<file path="src/bsra_pkg.sv">
`timescale 1ns / 1ps
`default_nettype none

package bsra_pkg;

   // Frame geometry and field widths
   localparam int PIXEL_COUNT_DEFAULT = 131072;
   localparam int IDX_W               = 17;
   localparam int PIX_W               = 8;
   localparam int BG_W                = 24;
   localparam int LANES               = 3;

   // Configuration defaults
   localparam logic [7:0] THRESHOLD_RESET = 8'd30;
   localparam logic [8:0] ALPHA_RESET     = 9'd13;
   localparam logic       SELECTIVE_RESET = 1'b1;
   localparam logic       COLOR_RESET     = 1'b0;

   // Alpha of one in Q8
   localparam logic [8:0] ALPHA_ONE = 9'd256;

   // Item operation codes
   typedef enum logic {
      OP_SEGMENT = 1'b0,
      OP_LOAD    = 1'b1
   } op_type;

   // Register word index on the configuration port
   typedef enum logic [1:0] {
      REG_THRESHOLD = 2'd0,
      REG_ALPHA     = 2'd1,
      REG_SELECTIVE = 2'd2,
      REG_COLOR     = 2'd3
   } reg_index_type;

   // Background store write request from the merge stage
   typedef struct packed {
      logic            en;
      logic [BG_W-1:0] data;
   } wr_req_type;

   // BGR to gray, rounded, weights in Q14
   function automatic logic [PIX_W-1:0] gray_of(input logic [PIX_W-1:0] b,
                                                 input logic [PIX_W-1:0] g,
                                                 input logic [PIX_W-1:0] r);
      logic [22:0] acc;
      acc = 23'(r) * 23'd4899 + 23'(g) * 23'd9617 + 23'(b) * 23'd1868 + 23'd8192;
      return acc[21:14];
   endfunction

endpackage

`default_nettype wire

</file>
<file path="src/bsra_lane.sv">
`timescale 1ns / 1ps
`default_nettype none

// One channel: threshold compare and running-average blend
module bsra_lane (
   input  wire logic [7:0] pix,
   input  wire logic [7:0] bg,
   input  wire logic [7:0] threshold,
   input  wire logic [8:0] alpha,      // already clamped to 256
   output logic            over,
   output logic [7:0]      blend
);

   logic [7:0]  diff;
   logic [8:0]  alpha_inv;
   logic [16:0] term_new;
   logic [16:0] term_old;
   logic [8:0]  sum;

   // absolute difference against the model
   always_comb begin
      diff = (pix > bg) ? (pix - bg) : (bg - pix);
      over = (diff > threshold);
   end

   // round(a*p) + round((1-a)*b), saturated
   always_comb begin
      alpha_inv = bsra_pkg::ALPHA_ONE - alpha;
      term_new  = 17'(alpha) * 17'(pix) + 17'd128;
      term_old  = 17'(alpha_inv) * 17'(bg) + 17'd128;
      sum       = {1'b0, term_new[15:8]} + {1'b0, term_old[15:8]};
      blend     = sum[8] ? 8'hFF : sum[7:0];
   end

endmodule

`default_nettype wire

</file>
<file path="config.mk">
export PLATFORM = sky130hd
export DESIGN_NAME = bsra_lane
export DESIGN_NICKNAME = d
export VERILOG_FILES = /design/src/bsra_pkg.sv /design/src/bsra_lane.sv
export SDC_FILE = /design/constraint.sdc
export NUM_CORES = 1
export LEC_CHECK = 0
export BUFFER_PORTS_ARGS = -buffer_cell sky130_fd_sc_hd__buf_2
export CAP_MARGIN = 25
export CORE_MARGIN = 8
export CORE_UTILIZATION = 50
export DETAILED_ROUTE_END_ITERATION = 6
export PLACE_DENSITY = 0.71
export SETUP_SLACK_MARGIN = 0.1
export SYNTH_ARGS = -nofsm -noshare
export SYNTH_HDL_FRONTEND = slang
export SYNTH_SLANG_ARGS = --single-unit
</file>
<file path="constraint.sdc">
create_clock -name vclk -period 8.2
set_clock_uncertainty 0.2 [all_clocks]
set_input_delay 1.23 -clock vclk [all_inputs]
set_output_delay 1.23 -clock vclk [all_outputs]
set_load 0.1 [all_outputs]
</file>
* After elaboration in Yosys (flattened, before gate mapping)
Index checks and enable logic that the tools add are counted.
** Storage, ports and cells
- Bits of input ports :: 33
- Bits in registers :: 0
- Word-level logic and storage cells :: 12
** Operators by class
- $lt $le $gt $ge :: 2
- Multipliers :: 2
- Add/subtract/negate cells :: 6
- Mux-type cells :: 2
** Operators by type and width (count)
- 16-bit by 8-bit adder with 16-bit output (second input constant) :: 2
- 9-bit by 8-bit multiplier with 16-bit output :: 2
- 8-bit > comparator :: 2
- 8-bit two-way mux :: 2
- 8-bit subtractor :: 2
- 8-bit by 8-bit adder with 9-bit output :: 1
- 9-bit subtractor (first input constant) :: 1

* Depth between registers and ports, before layout
- Depth after elaboration :: 5
- Depth in mapped cells :: 29

* Least setup slack after synthesis
Ideal clock, no wire load.
- Path kind :: input-to-output
- From :: input alpha[0]
- To :: output blend[0]
- Arrival :: 7.633 ns
- Stages on the path :: 25
- Slack :: -0.863 ns
- Cells stage by stage :: clkbuf_1 -> clkinv_1 -> ha_1 -> nand3_1 -> xor2_1 -> nand2_1 -> fa_1 -> fa_1 -> inv_1 -> fa_1 -> fa_1 -> ha_1 -> nor2b_1 -> o31a_1 -> o21a_1 -> nor2_1 -> xnor2_1 -> ha_1 -> a21o_1 -> a21oi_1 -> o21bai_1 -> a21oi_1 -> nor2_1 -> a211oi_2 -> nand2b_1
** On the way
- Cells in the longest elaborated chain, start to end :: 5
- Elaborated cells on any way between the ends :: 7
- Those cells by class :: add/sub (4); mul (2); mux (1)
** RTL lines
- start: declaration :: line bsra_lane.sv:9 : input wire logic [8:0] alpha,
- 9-bit subtractor :: line bsra_lane.sv:28 : alpha_inv = bsra_pkg::ALPHA_ONE - alpha;
- 9-bit by 8-bit multiplier with 16-bit output :: line bsra_lane.sv:30 : term_old = 17'(alpha_inv) * 17'(bg) + 17'd128;
- 16-bit by 8-bit adder with 16-bit output :: line bsra_lane.sv:30
- 8-bit by 8-bit adder with 9-bit output * :: line bsra_lane.sv:31 : sum = {1'b0, term_new[15:8]} + {1'b0, term_old[15:8]};
- 8-bit two-way mux * :: line bsra_lane.sv:32 : blend = sum[8] ? 8'hFF : sum[7:0];
- end: declaration :: line bsra_lane.sv:11 : output logic [7:0] blend
Every way passes the cells marked *; elsewhere a longest branch is shown, timed or not.

* Final worst setup path
- From :: input alpha[3]
- To :: output blend[5]
Same word-level chain as after synthesis.

==> results.json <==
{
  "global_route.usage.total_pct": 19.89,
  "nFlopsAndLatches": 0,
  "violations": "setup timing",
  "dr_total_vias": 4687,
  "layout.area.seq_um2": 0,
  "avgSynthCellArea_um2": 8.263,
  "area_growth_syn_to_layout_pct": 29.08,
  "antenna_found_initial": 0,
  "synth-xor-area-share_pct": 6.321,
  "synth_simple_gate_area_share_pct": 19.29,
  "dpl.hpwl_um": 11540,
  "layoutNonFillerInstCount": 897,
  "yosys.area.top_type_share_pct": 30.75,
  "period_share_pct": 102.4,
  "finalMaxSlewViolations": 0,
  "num_rows": 38,
  "die_y_um": 120.0,
  "gp_congestion": 0.9123,
  "period_minus_slack_ns": 8.400,
  "yosys.area.top_type": "fa_1",
  "synthAdderAreaFrac_pct": 55.29,
  "synth.most_common_cell": "inv_1",
  "ios": 42,
  "synth_compound_area_share_pct": 7.432,
  "muxShareOfSynthArea_pct": 1.158,
  "vias_per_cell": 5.225,
  "crit_type": "input pin to output port",
  "ys_seq_area_share_pct": 0,
  "first_iter_violations": 187,
  "portBuffers": 42,
  "synth.distinct_cells": 47,
  "clkbuf_count": 0,
  "synth_cells": 654,
  "multi_input_area_mm2": 0.005306,
  "netlist_top_cells_area": "fa_1 (31%), ha_1 (25%), inv_1 (9.2%)",
  "cpMostUsedCell": "fa_1",
  "grt_pass1_wl_um": 24160,
  "antenna_cells": 0,
  "max_cap_viol_count": 0,
  "synthTopCellsByCount": "inv_1 (133), ha_1 (106), fa_1 (83)",
  "coreArea_mm2": 0.01070,
  "setup_violations": 8,
  "synth_top_family_by_area": "adder cells",
  "hold_viol": 0,
  "clock.fmax_ghz": 0.1190,
  "drtPass1Iterations": 4,
  "ant_nets": 0,
  "hp-class": "input pin to output port",
  "arrival_ns": 6.97,
  "cpPeakStageDelay_ns": 0.51,
  "wl_um": 13920,
  "routedWlPerCell_um": 15.52,
  "start_kind": "input pin",
  "grt_overflow": 0,
  "dp_cells": 886,
  "dieArea_mm2": 0.01439,
  "yosys_warnings": 0,
  "syn_area_mm2": 0.005404,
  "fill_cells": 920,
  "relSlewSlack_pct": 67.81,
  "status": "complete, but fails checks",
  "drive_gt1_share_pct": 25.36,
  "cp.required_ns": 6.77,
  "start_util_pct": 50.51,
  "fin_nets": 981,
  "dieWidth_um": 120.0,
  "cp_num_buf_inv": 6,
  "timing.final.ws_setup_ns": -0.2001,
  "worst_pin_slew_ns": 0.4862,
  "rsz0062_at_grt": "yes",
  "grt_pass1_vias": 5209,
  "remaining_drc_errors": 0,
  "crit_family": "adder cells",
  "crit_path_end_kind": "output port",
  "holdWs_ns": 3.000,
  "grt_max_degree": 14,
  "crit_slowest_cell": "fa_1",
  "crit_fanout": 7,
  "synth_nets": 876
}
## what timing repair did
item,CTS,global route
pin swaps,47,27
hold buffers,0,0
setup endpoints to repair,8,8
setup buffers,8,3
resized for setup,84,34
## cells in the final DEF, fill, tap and decap left out, types with 14 or more instances in the layout
cell | netlist | routed
buf_4 | 0 | 69
xnor2_1 | 28 | 24
inv_1 | 133 | 127
fa_1 | 83 | 81
nor2_1 | 34 | 25
buf_2 | 1 | 30
a21oi_1 | 19 | 14
ha_1 | 106 | 100
nand2_1 | 74 | 63
and2_1 | 65 | 59
## per-stage QoR
stage	worst slack, ns	cell area, um^2	TNS (ns)	utilization, %
floorplan	-0.4119	5560	-3.021	-
global placement	-0.3954	6374	-3.124	59.58
detailed placement	-0.5369	6374	-4.226	59.58
CTS	-0.1152	6813	-0.8719	63.68
global route	-0.3995	6975	-3.062	65.20
finish	-0.2001	6975	-1.520	65.20
## worst paths after layout
| check | startpoint | to | depth (start not counted) |
|---|---|---|---|
| max | alpha[3] | blend[5] | 29 |
| min | threshold[0] | over | 5 |
## kinds of logic after synthesis
logic type / count (synthesis)
mux: 6
fa+ha+maj: 189
buf+inv: 149
compound gates: 61
simple gates: 210
xor+xnor: 39
## routing by layer
layer  track usage (%)  vias to the layer above  share of wire (%)
li1                  -                     2251                  -
met1             24.81                     2308                 43
met2             37.06                      112                 51
met3             1.456                       16                4.3
met4             3.279                        0                1.2
met5                 0                        -                  0
## area by class of cell
| cell class | instances | area share (%) |
|---|---|---|
| well taps | 140 | 2.511 |
| multi-input cells | 505 | 76.07 |
| inverters | 134 | 7.390 |
| repair buffers | 118 | 14.03 |
Power is left out: the tool's default activity adds up to more than one toggle a clock period on the data nets, which glitch-free logic cannot reach.
