[src/bsra_pkg.sv]
`timescale 1ns / 1ps
`default_nettype none

package bsra_pkg;

   // Frame geometry and field widths
   localparam int PIXEL_COUNT_DEFAULT = 131072;
   localparam int IDX_W               = 17;
   localparam int PIX_W               = 8;
   localparam int BG_W                = 24;
   localparam int LANES               = 3;

   // Configuration defaults
   localparam logic [7:0] THRESHOLD_RESET = 8'd30;
   localparam logic [8:0] ALPHA_RESET     = 9'd13;
   localparam logic       SELECTIVE_RESET = 1'b1;
   localparam logic       COLOR_RESET     = 1'b0;

   // Alpha of one in Q8
   localparam logic [8:0] ALPHA_ONE = 9'd256;

   // Item operation codes
   typedef enum logic {
      OP_SEGMENT = 1'b0,
      OP_LOAD    = 1'b1
   } op_type;

   // Register word index on the configuration port
   typedef enum logic [1:0] {
      REG_THRESHOLD = 2'd0,
      REG_ALPHA     = 2'd1,
      REG_SELECTIVE = 2'd2,
      REG_COLOR     = 2'd3
   } reg_index_type;

   // Background store write request from the merge stage
   typedef struct packed {
      logic            en;
      logic [BG_W-1:0] data;
   } wr_req_type;

   // BGR to gray, rounded, weights in Q14
   function automatic logic [PIX_W-1:0] gray_of(input logic [PIX_W-1:0] b,
                                                 input logic [PIX_W-1:0] g,
                                                 input logic [PIX_W-1:0] r);
      logic [22:0] acc;
      acc = 23'(r) * 23'd4899 + 23'(g) * 23'd9617 + 23'(b) * 23'd1868 + 23'd8192;
      return acc[21:14];
   endfunction

endpackage

`default_nettype wire

[src/bsra_merge.sv]
`timescale 1ns / 1ps
`default_nettype none

// Combines the lane verdicts and builds the background write
module bsra_merge (
   input  wire logic                       op,
   input  wire logic                       in_range,
   input  wire logic                       color_mode,
   input  wire logic                       selective,
   input  wire logic [2:0]                 lane_over,
   input  wire logic [2:0][7:0]            lane_blend,
   input  wire logic [2:0][7:0]            lane_pix,
   output logic                            foreground,
   output bsra_pkg::wr_req_type            wr_req
);

   logic is_load;
   logic verdict;
   logic keep_old;

   // foreground verdict: any of the three channels in color mode, gray lane otherwise
   always_comb begin
      is_load    = (op == bsra_pkg::OP_LOAD);
      verdict    = color_mode ? (|lane_over) : lane_over[0];
      foreground = in_range && !is_load && verdict;
      keep_old   = selective && foreground;
   end

   // write data: raw pixel on load, blended model on update
   always_comb begin
      wr_req.en = in_range && (is_load || !keep_old);
      if (is_load) begin
         wr_req.data = color_mode ? {lane_pix[2], lane_pix[1], lane_pix[0]}
                                  : {16'd0, lane_pix[0]};
      end else begin
         wr_req.data = color_mode ? {lane_blend[2], lane_blend[1], lane_blend[0]}
                                  : {16'd0, lane_blend[0]};
      end
   end

endmodule

`default_nettype wire

[config.mk]
export PLATFORM = sky130hd
export DESIGN_NAME = bsra_merge
export DESIGN_NICKNAME = d
export VERILOG_FILES = /design/src/bsra_pkg.sv /design/src/bsra_merge.sv
export SDC_FILE = /design/constraint.sdc
export NUM_CORES = 1
export LEC_CHECK = 0
export BUFFER_PORTS_ARGS = -buffer_cell sky130_fd_sc_hd__buf_2
export CORE_MARGIN = 1.5
export CORE_UTILIZATION = 27
export DETAILED_ROUTE_END_ITERATION = 10
export GPL_ROUTABILITY_DRIVEN = 1
export PLACE_DENSITY = 0.85
export SETUP_SLACK_MARGIN = 0.2
export SLEW_MARGIN = 10
export SYNTH_ARGS = -nofsm -noshare
export SYNTH_HDL_FRONTEND = slang
export SYNTH_SLANG_ARGS = --single-unit
[constraint.sdc]
create_clock -name vclk -period 1.2
set_clock_uncertainty 0.05 [all_clocks]
set_input_delay 0.18 -clock vclk [all_inputs]
set_output_delay 0.18 -clock vclk [all_outputs]
set_load 0.03 [all_outputs]
Word-level counts from Yosys, hierarchy flattened
Cells that the tools add are included.
{"block": "word_totals", "ff_bits": 0, "latch_bits": 0, "mem_bits_rw": 0, "rom_bits": 0, "input_bits": 55, "output_inout_bits": 26, "wordCells": 12, "n_memories": 0}
{"block": "op_classes", "addsub": 0, "multipliers": 0, "n_div": 0, "magnitude_cmp": 0, "eq_ne": 0, "shift": 0, "muxes": 4, "bitwise_logic": 0, "n_reduce_logical": 8}
{"cell": "$mux 24", "n": 3}
{"cell": "$logic_and 1x1->1", "n": 4}
{"cell": "$reduce_or 3->1", "n": 1}
{"cell": "$logic_not 1->1", "n": 2}
{"cell": "$logic_or 1x1->1", "n": 1}
{"cell": "$mux 1", "n": 1}

Logic depth before layout (Yosys ltp)
Gate-level depths: netlist (run 1).
{"block": "logic_depth", "ltp_word": 7, "ltp_mapped": 4, "ltp_nobuf": 2}

Least setup slack after synthesis (run 1)
Ideal clock, no wire load.
{"block": "synth_path", "path_type": "input-to-output", "startpoint": "in op", "endpoint": "out foreground", "t_arrival_ns": 1.519, "required_ns": 0.970, "slack_ns": -0.549, "cell_stages": 3, "path_buffers": 2, "path_cell_list": "buf_6 > buf_6 > nor4b_1"}
{"block": "synth_via", "elab_chain_cells": 3}
{"item": "start: declaration", "line": "bsra_merge.sv:6", "source": "input wire logic op,"}
{"item": "$logic_not 1->1", "line": "bsra_merge.sv:25", "source": "foreground = in_range && !is_load && verdict;"}
{"item": "$logic_and 1x1->1 (2 in a row)", "line": "bsra_merge.sv:25"}
{"item": "end: declaration", "line": "bsra_merge.sv:13", "source": "output logic foreground,"}
Every way passes these cells.

==> out/results.tsv, run 1 <==
metric	value	unit
hold depth	3	
hpwl dp	1.337	mm
grt total ovfl	0	
final setup margin	0.08278	ns
combinational fraction of design power	100.0	%
TNS Setup	0	ns
internal power	0.3129	mW
sequential fraction of the synthesis area	0	%
# fillers	68	
Post-DRT Antenna Nets	0	
first-pass GRT wire length	3.367	mm
minimum clock period after layout	1.117	ns
Core Box Area	1366	µm²
number of distinct library cells after synthesis	11	
initial antenna violation count	0	
number of clock buffers in the layout	0	
crit path capture	wr_req[23]	
fin crit share	93.10	%
Port Buffers	81	
WP data arrival	0.89	ns
Gate Count Post-Synth	49	
Via density	4.789	
Peak Freq	895.1	MHz
Site Rows	13	
status	complete, no violations	
post-layout instance area	1227	µm²
clock network power share	0	%
final setup vio count	0	
total power	0.5849	mW
# DRC	0	
DP Worst Slack	-0.03295	ns
Post-Syn Nets	104	
share of power burned in registers	0	%
Pwr Density	476.5	nW/µm²
final wirelength	2.090	mm
Slew headroom	86.06	%
largest net degree at the start of global routing	17	
GPL Wtd Cong	0.7418	
LEAKAGE	0.6604	nW
CP Max Fanout	8	
RSZ-0062 raised after global routing	true	
diodes inserted	0	
io pins	81	
Die W	42.28	µm
1st-pass router iterations	4	
startpoint types	input pin	
Critical Path Source	op	
most common cell after layout, fill and taps aside	buf_2	
most frequent cells in the layout	51 x buf_2, 29 x buf_6, 16 x nor2b_2	
Avg Synthesized Cell Area	8.503	µm²
Crit path required time	0.97	ns
Post-DP Area	924.6	µm²
Synth area leader	mux2i_1	
Layout Area Growth over Synthesis	194.6	%
Worst-Margin Slew	0.2033	ns
routed via count	704	
Reg area	0	µm²
Hold WS	0.6404	ns
Post CTS Setup Buffer Count	0	
Die ar.	1788	µm²
P_sw	0.2720	mW
Initial Util	30.49	%
fin nets	189	
Slew Limit Fails	0	
WL/cell	14.22	µm
Starting DRT DRC Count	3	
chip height	42.28	µm
Synth top area share	38.44	%
critical path class	input pin to output port	
HP Class	input pin to output port	
vias in the first global route	756	
Cell Area, Synth	416.7	µm²
sequential cell count	0	
Hold Fails Final Rpt	0	
layout cells sized above 1	90.15	%
GRT Total Usage	23.31	%
sw frac	46.51	%
largest cells by area after synthesis	mux2i_1 38%, nor2b_1 24%, mux2_2 22%	
max-cap violations	0	
synth warn	0	
element type at the critical path end	output port	
Max VDD drop	0.3107	mV
-- through the flow --
stage          std cells  utilization [%]
6_report             147            89.84
5_1_grt              147            89.84
4_1_cts              147            88.55
3_5_place_dp         146            67.67
3_3_place_gp         146            67.67
2_1_floorplan         49                -
-- repair_timing --
action | CTS | global route
hold buffers | 0 | 0
endpoints found under the setup margin | 26 | 26
endpoints found under the hold margin | 0 | 0
pin swaps | 3 | 0
gates cloned | 1 | 0
gates resized for setup | 74 | 5
-- kinds of logic (layout without fill, tap and decap cells) --
kind of cell | count (synthesis) | count (layout) | synth area share, %
AOI/OAI and AO/OA | 1 | 1 | 2.703
and+or+nand+nor | 19 | 19 | 28.23
muxes | 24 | 24 | 60.06
buffers and inverters | 5 | 88 | 9.008
-- cells in the mapped netlist --
cell type  count
o41a_1         1
nor2b_1       16
mux2_2         8
clkbuf_1       1
buf_6          2
inv_1          1
nor4b_1        1
nor3_1         1
buf_4          1
mux2i_1       16
nor2_1         1
-- final cells by class --
cell class                      count  area, µm²  share of cell area [%]
Timing Repair Buffer               87      699.4                   56.98
Multi-Input combinational cell     44      505.5                   41.18
Inverter                            1      3.754                  0.3058
Tap cell                           15      18.77                   1.529
-- per-layer routing --
layer	vias up	part of all wire, %	track usage, %
li1	342	-	-
met1	314	33	26.14
met2	48	58	48.62
met3	0	8.9	2.155
met4	0	0	0
met5	-	0	0
-- worst max-delay path: stages --
cell	delay, ns
buf_12	0.12
buf_12	0.14
mux2i_4	0.18
nor2b_2	0.13
buf_6	0.14
-- power groups by stage --
| stage | Clock (mW) | Combinational (mW) | Sequential (mW) |
|---|---|---|---|
| final | 0 | 0.585 | 0 |
| after global routing | 0 | 0.612 | 0 |
| after CTS | 0 | 0.567 | 0 |
| after detailed placement | 0 | 0.426 | 0 |
| after global placement | 0 | 0.418 | 0 |
| after floorplan | 0 | 0.269 | 0 |
-- worst min-delay path by stage --
stage,endpoint,from,slack (ns)
final,wr_req[3],lane_pix[3],0.64
after global routing,wr_req[0],lane_pix[0],0.64
after CTS,wr_req[3],lane_pix[3],0.63
after detailed placement,wr_req[24],in_range,0.68
after global placement,wr_req[1],lane_blend[1],0.69
after floorplan,foreground,in_range,0.45
Note: power is estimated with default switching activity, not from simulation.
==> run 2: changes to the inputs <==
==> constraint.sdc (replaced) <==
create_clock -name vclk -period 1.2
set_clock_uncertainty 0.05 [all_clocks]
set_input_delay 0.18 -clock vclk [all_inputs]
set_output_delay 0.18 -clock vclk [all_outputs]
set_load 0.005 [all_outputs]
==> run 2 against run 1 <==
  * Worst hold slack got worse by 0.073 ns
  * Global-route usage decreased by 4.8 points
  * First-iteration DRC count increased by 33%
  * Via count decreased by 6.3%
  * Critical path type unchanged
  * Final cell count unchanged
  * Die area unchanged
  * Wire length decreased by 14%
==> out/results.tsv, run 2 (synthesized netlist as in run 1, its figures left out) <==
metric	value	unit
status	complete, no violations	
GRT Total Usage	18.48	%
initial antenna violation count	0	
chip height	42.28	µm
Reg area	0	µm²
post-layout instance area	953.4	µm²
largest net degree at the start of global routing	17	
met2 global-route usage	40.00	%
GR peak layer	met2	
Post-DRT Antenna Nets	0	
fin nets	189	
# fillers	116	
met1 global-route usage	18.48	%
Site Rows	13	
hold_sp	op	
total power	0.3188	mW
sequential cell count	0	
diodes inserted	0	
Initial Util	30.49	%
Max VDD drop	0.2052	mV
multi-input logic area	391.6	µm²
Core Box Area	1366	µm²
max-cap violations	0	
Post-DP Area	849.6	µm²
Slew headroom	85.08	%
# DRC	0	
minimum clock period after layout	1.045	ns
Die W	42.28	µm
routed via count	660	
Worst-Margin Slew	0.2208	ns
1st-pass router iterations	2	
fin crit share	87.10	%
grt total ovfl	0	
met3 usage	1.724	%
startpoint types	input pin	
Layout Area Growth over Synthesis	128.8	%
WP data arrival	0.82	ns
LEAKAGE	0.5764	nW
Peak Freq	956.8	MHz
RSZ-0062 raised after global routing	true	
Port Buffers	81	
Die ar.	1788	µm²
number of clock buffers in the layout	0	
most common cell after layout, fill and taps aside	buf_2	
final wirelength	1.787	mm
Post CTS Setup Buffer Count	0	
Critical Path Source	op	
CP Max Fanout	5	
Hold WS	0.5669	ns
hpwl dp	1.456	mm
vias in the first global route	646	
Starting DRT DRC Count	4	
most frequent cells in the layout	78 x buf_2, 16 x mux2i_1, 16 x nor2b_1	
critical path class	input pin to output port	
Pwr Density	334.4	nW/µm²
layout cells sized above 1	73.48	%
HP Class	input pin to output port	
io pins	81	
Crit path required time	0.97	ns
Slew Limit Fails	0	
final setup vio count	0	
element type at the critical path end	output port	
WL/cell	12.16	µm
Final Util	69.78	%
GPL Wtd Cong	0.7097	
first-pass GRT wire length	2.670	mm
Hold Fails Final Rpt	0	
Via density	4.490	
==> run 2: what timing repair did <==
action / CTS / global route
pin swaps: 1 / 1
gates resized for setup: 9 / 4
endpoints found under the setup margin: 26 / 15
gates cloned: 1 / 1
hold buffers: 0 / 0
==> run 2: worst paths after layout <==
| check | to | slack [ns] | cells after the start |
|---|---|---|---|
| setup / recovery | wr_req[24] | 0.15 | 3 |
| hold / removal | foreground | 0.57 | 3 |
==> run 2: critical path: stages <==
cell	delay, ns
buf_16	0.11
o41a_1	0.39
buf_2	0.13
==> run 2: where the power goes <==
part	internal (mW)	switching, mW
Sequential	0	0
Combinational	0.209	0.110
Clock	0	0
==> run 2: metal layers <==
metal	wire, µm	vias to the layer above	share of wire, %
li1	-	338	-
met1	619	291	35
met2	1062	29	59
met3	90	2	5.0
met4	14	0	0.78
met5	0	-	0
==> run 2: through the flow <==
stage / cells / setup TNS (ns) / setup slack [ns]
after floorplan: 49 / 0 / 0.1408
after global placement: 145 / -1.069 / -0.09852
after detailed placement: 145 / -1.788 / -0.1687
after CTS: 146 / 0 / 0.1261
after global routing: 147 / 0 / 0.1331
final: 147 / 0 / 0.1548
==> run 2: layout make-up <==
type / count / area share (%)
repair buffers: 87 / 56.56
well taps: 15 / 1.969
inverters: 1 / 0.3937
multi-input cells: 44 / 41.08
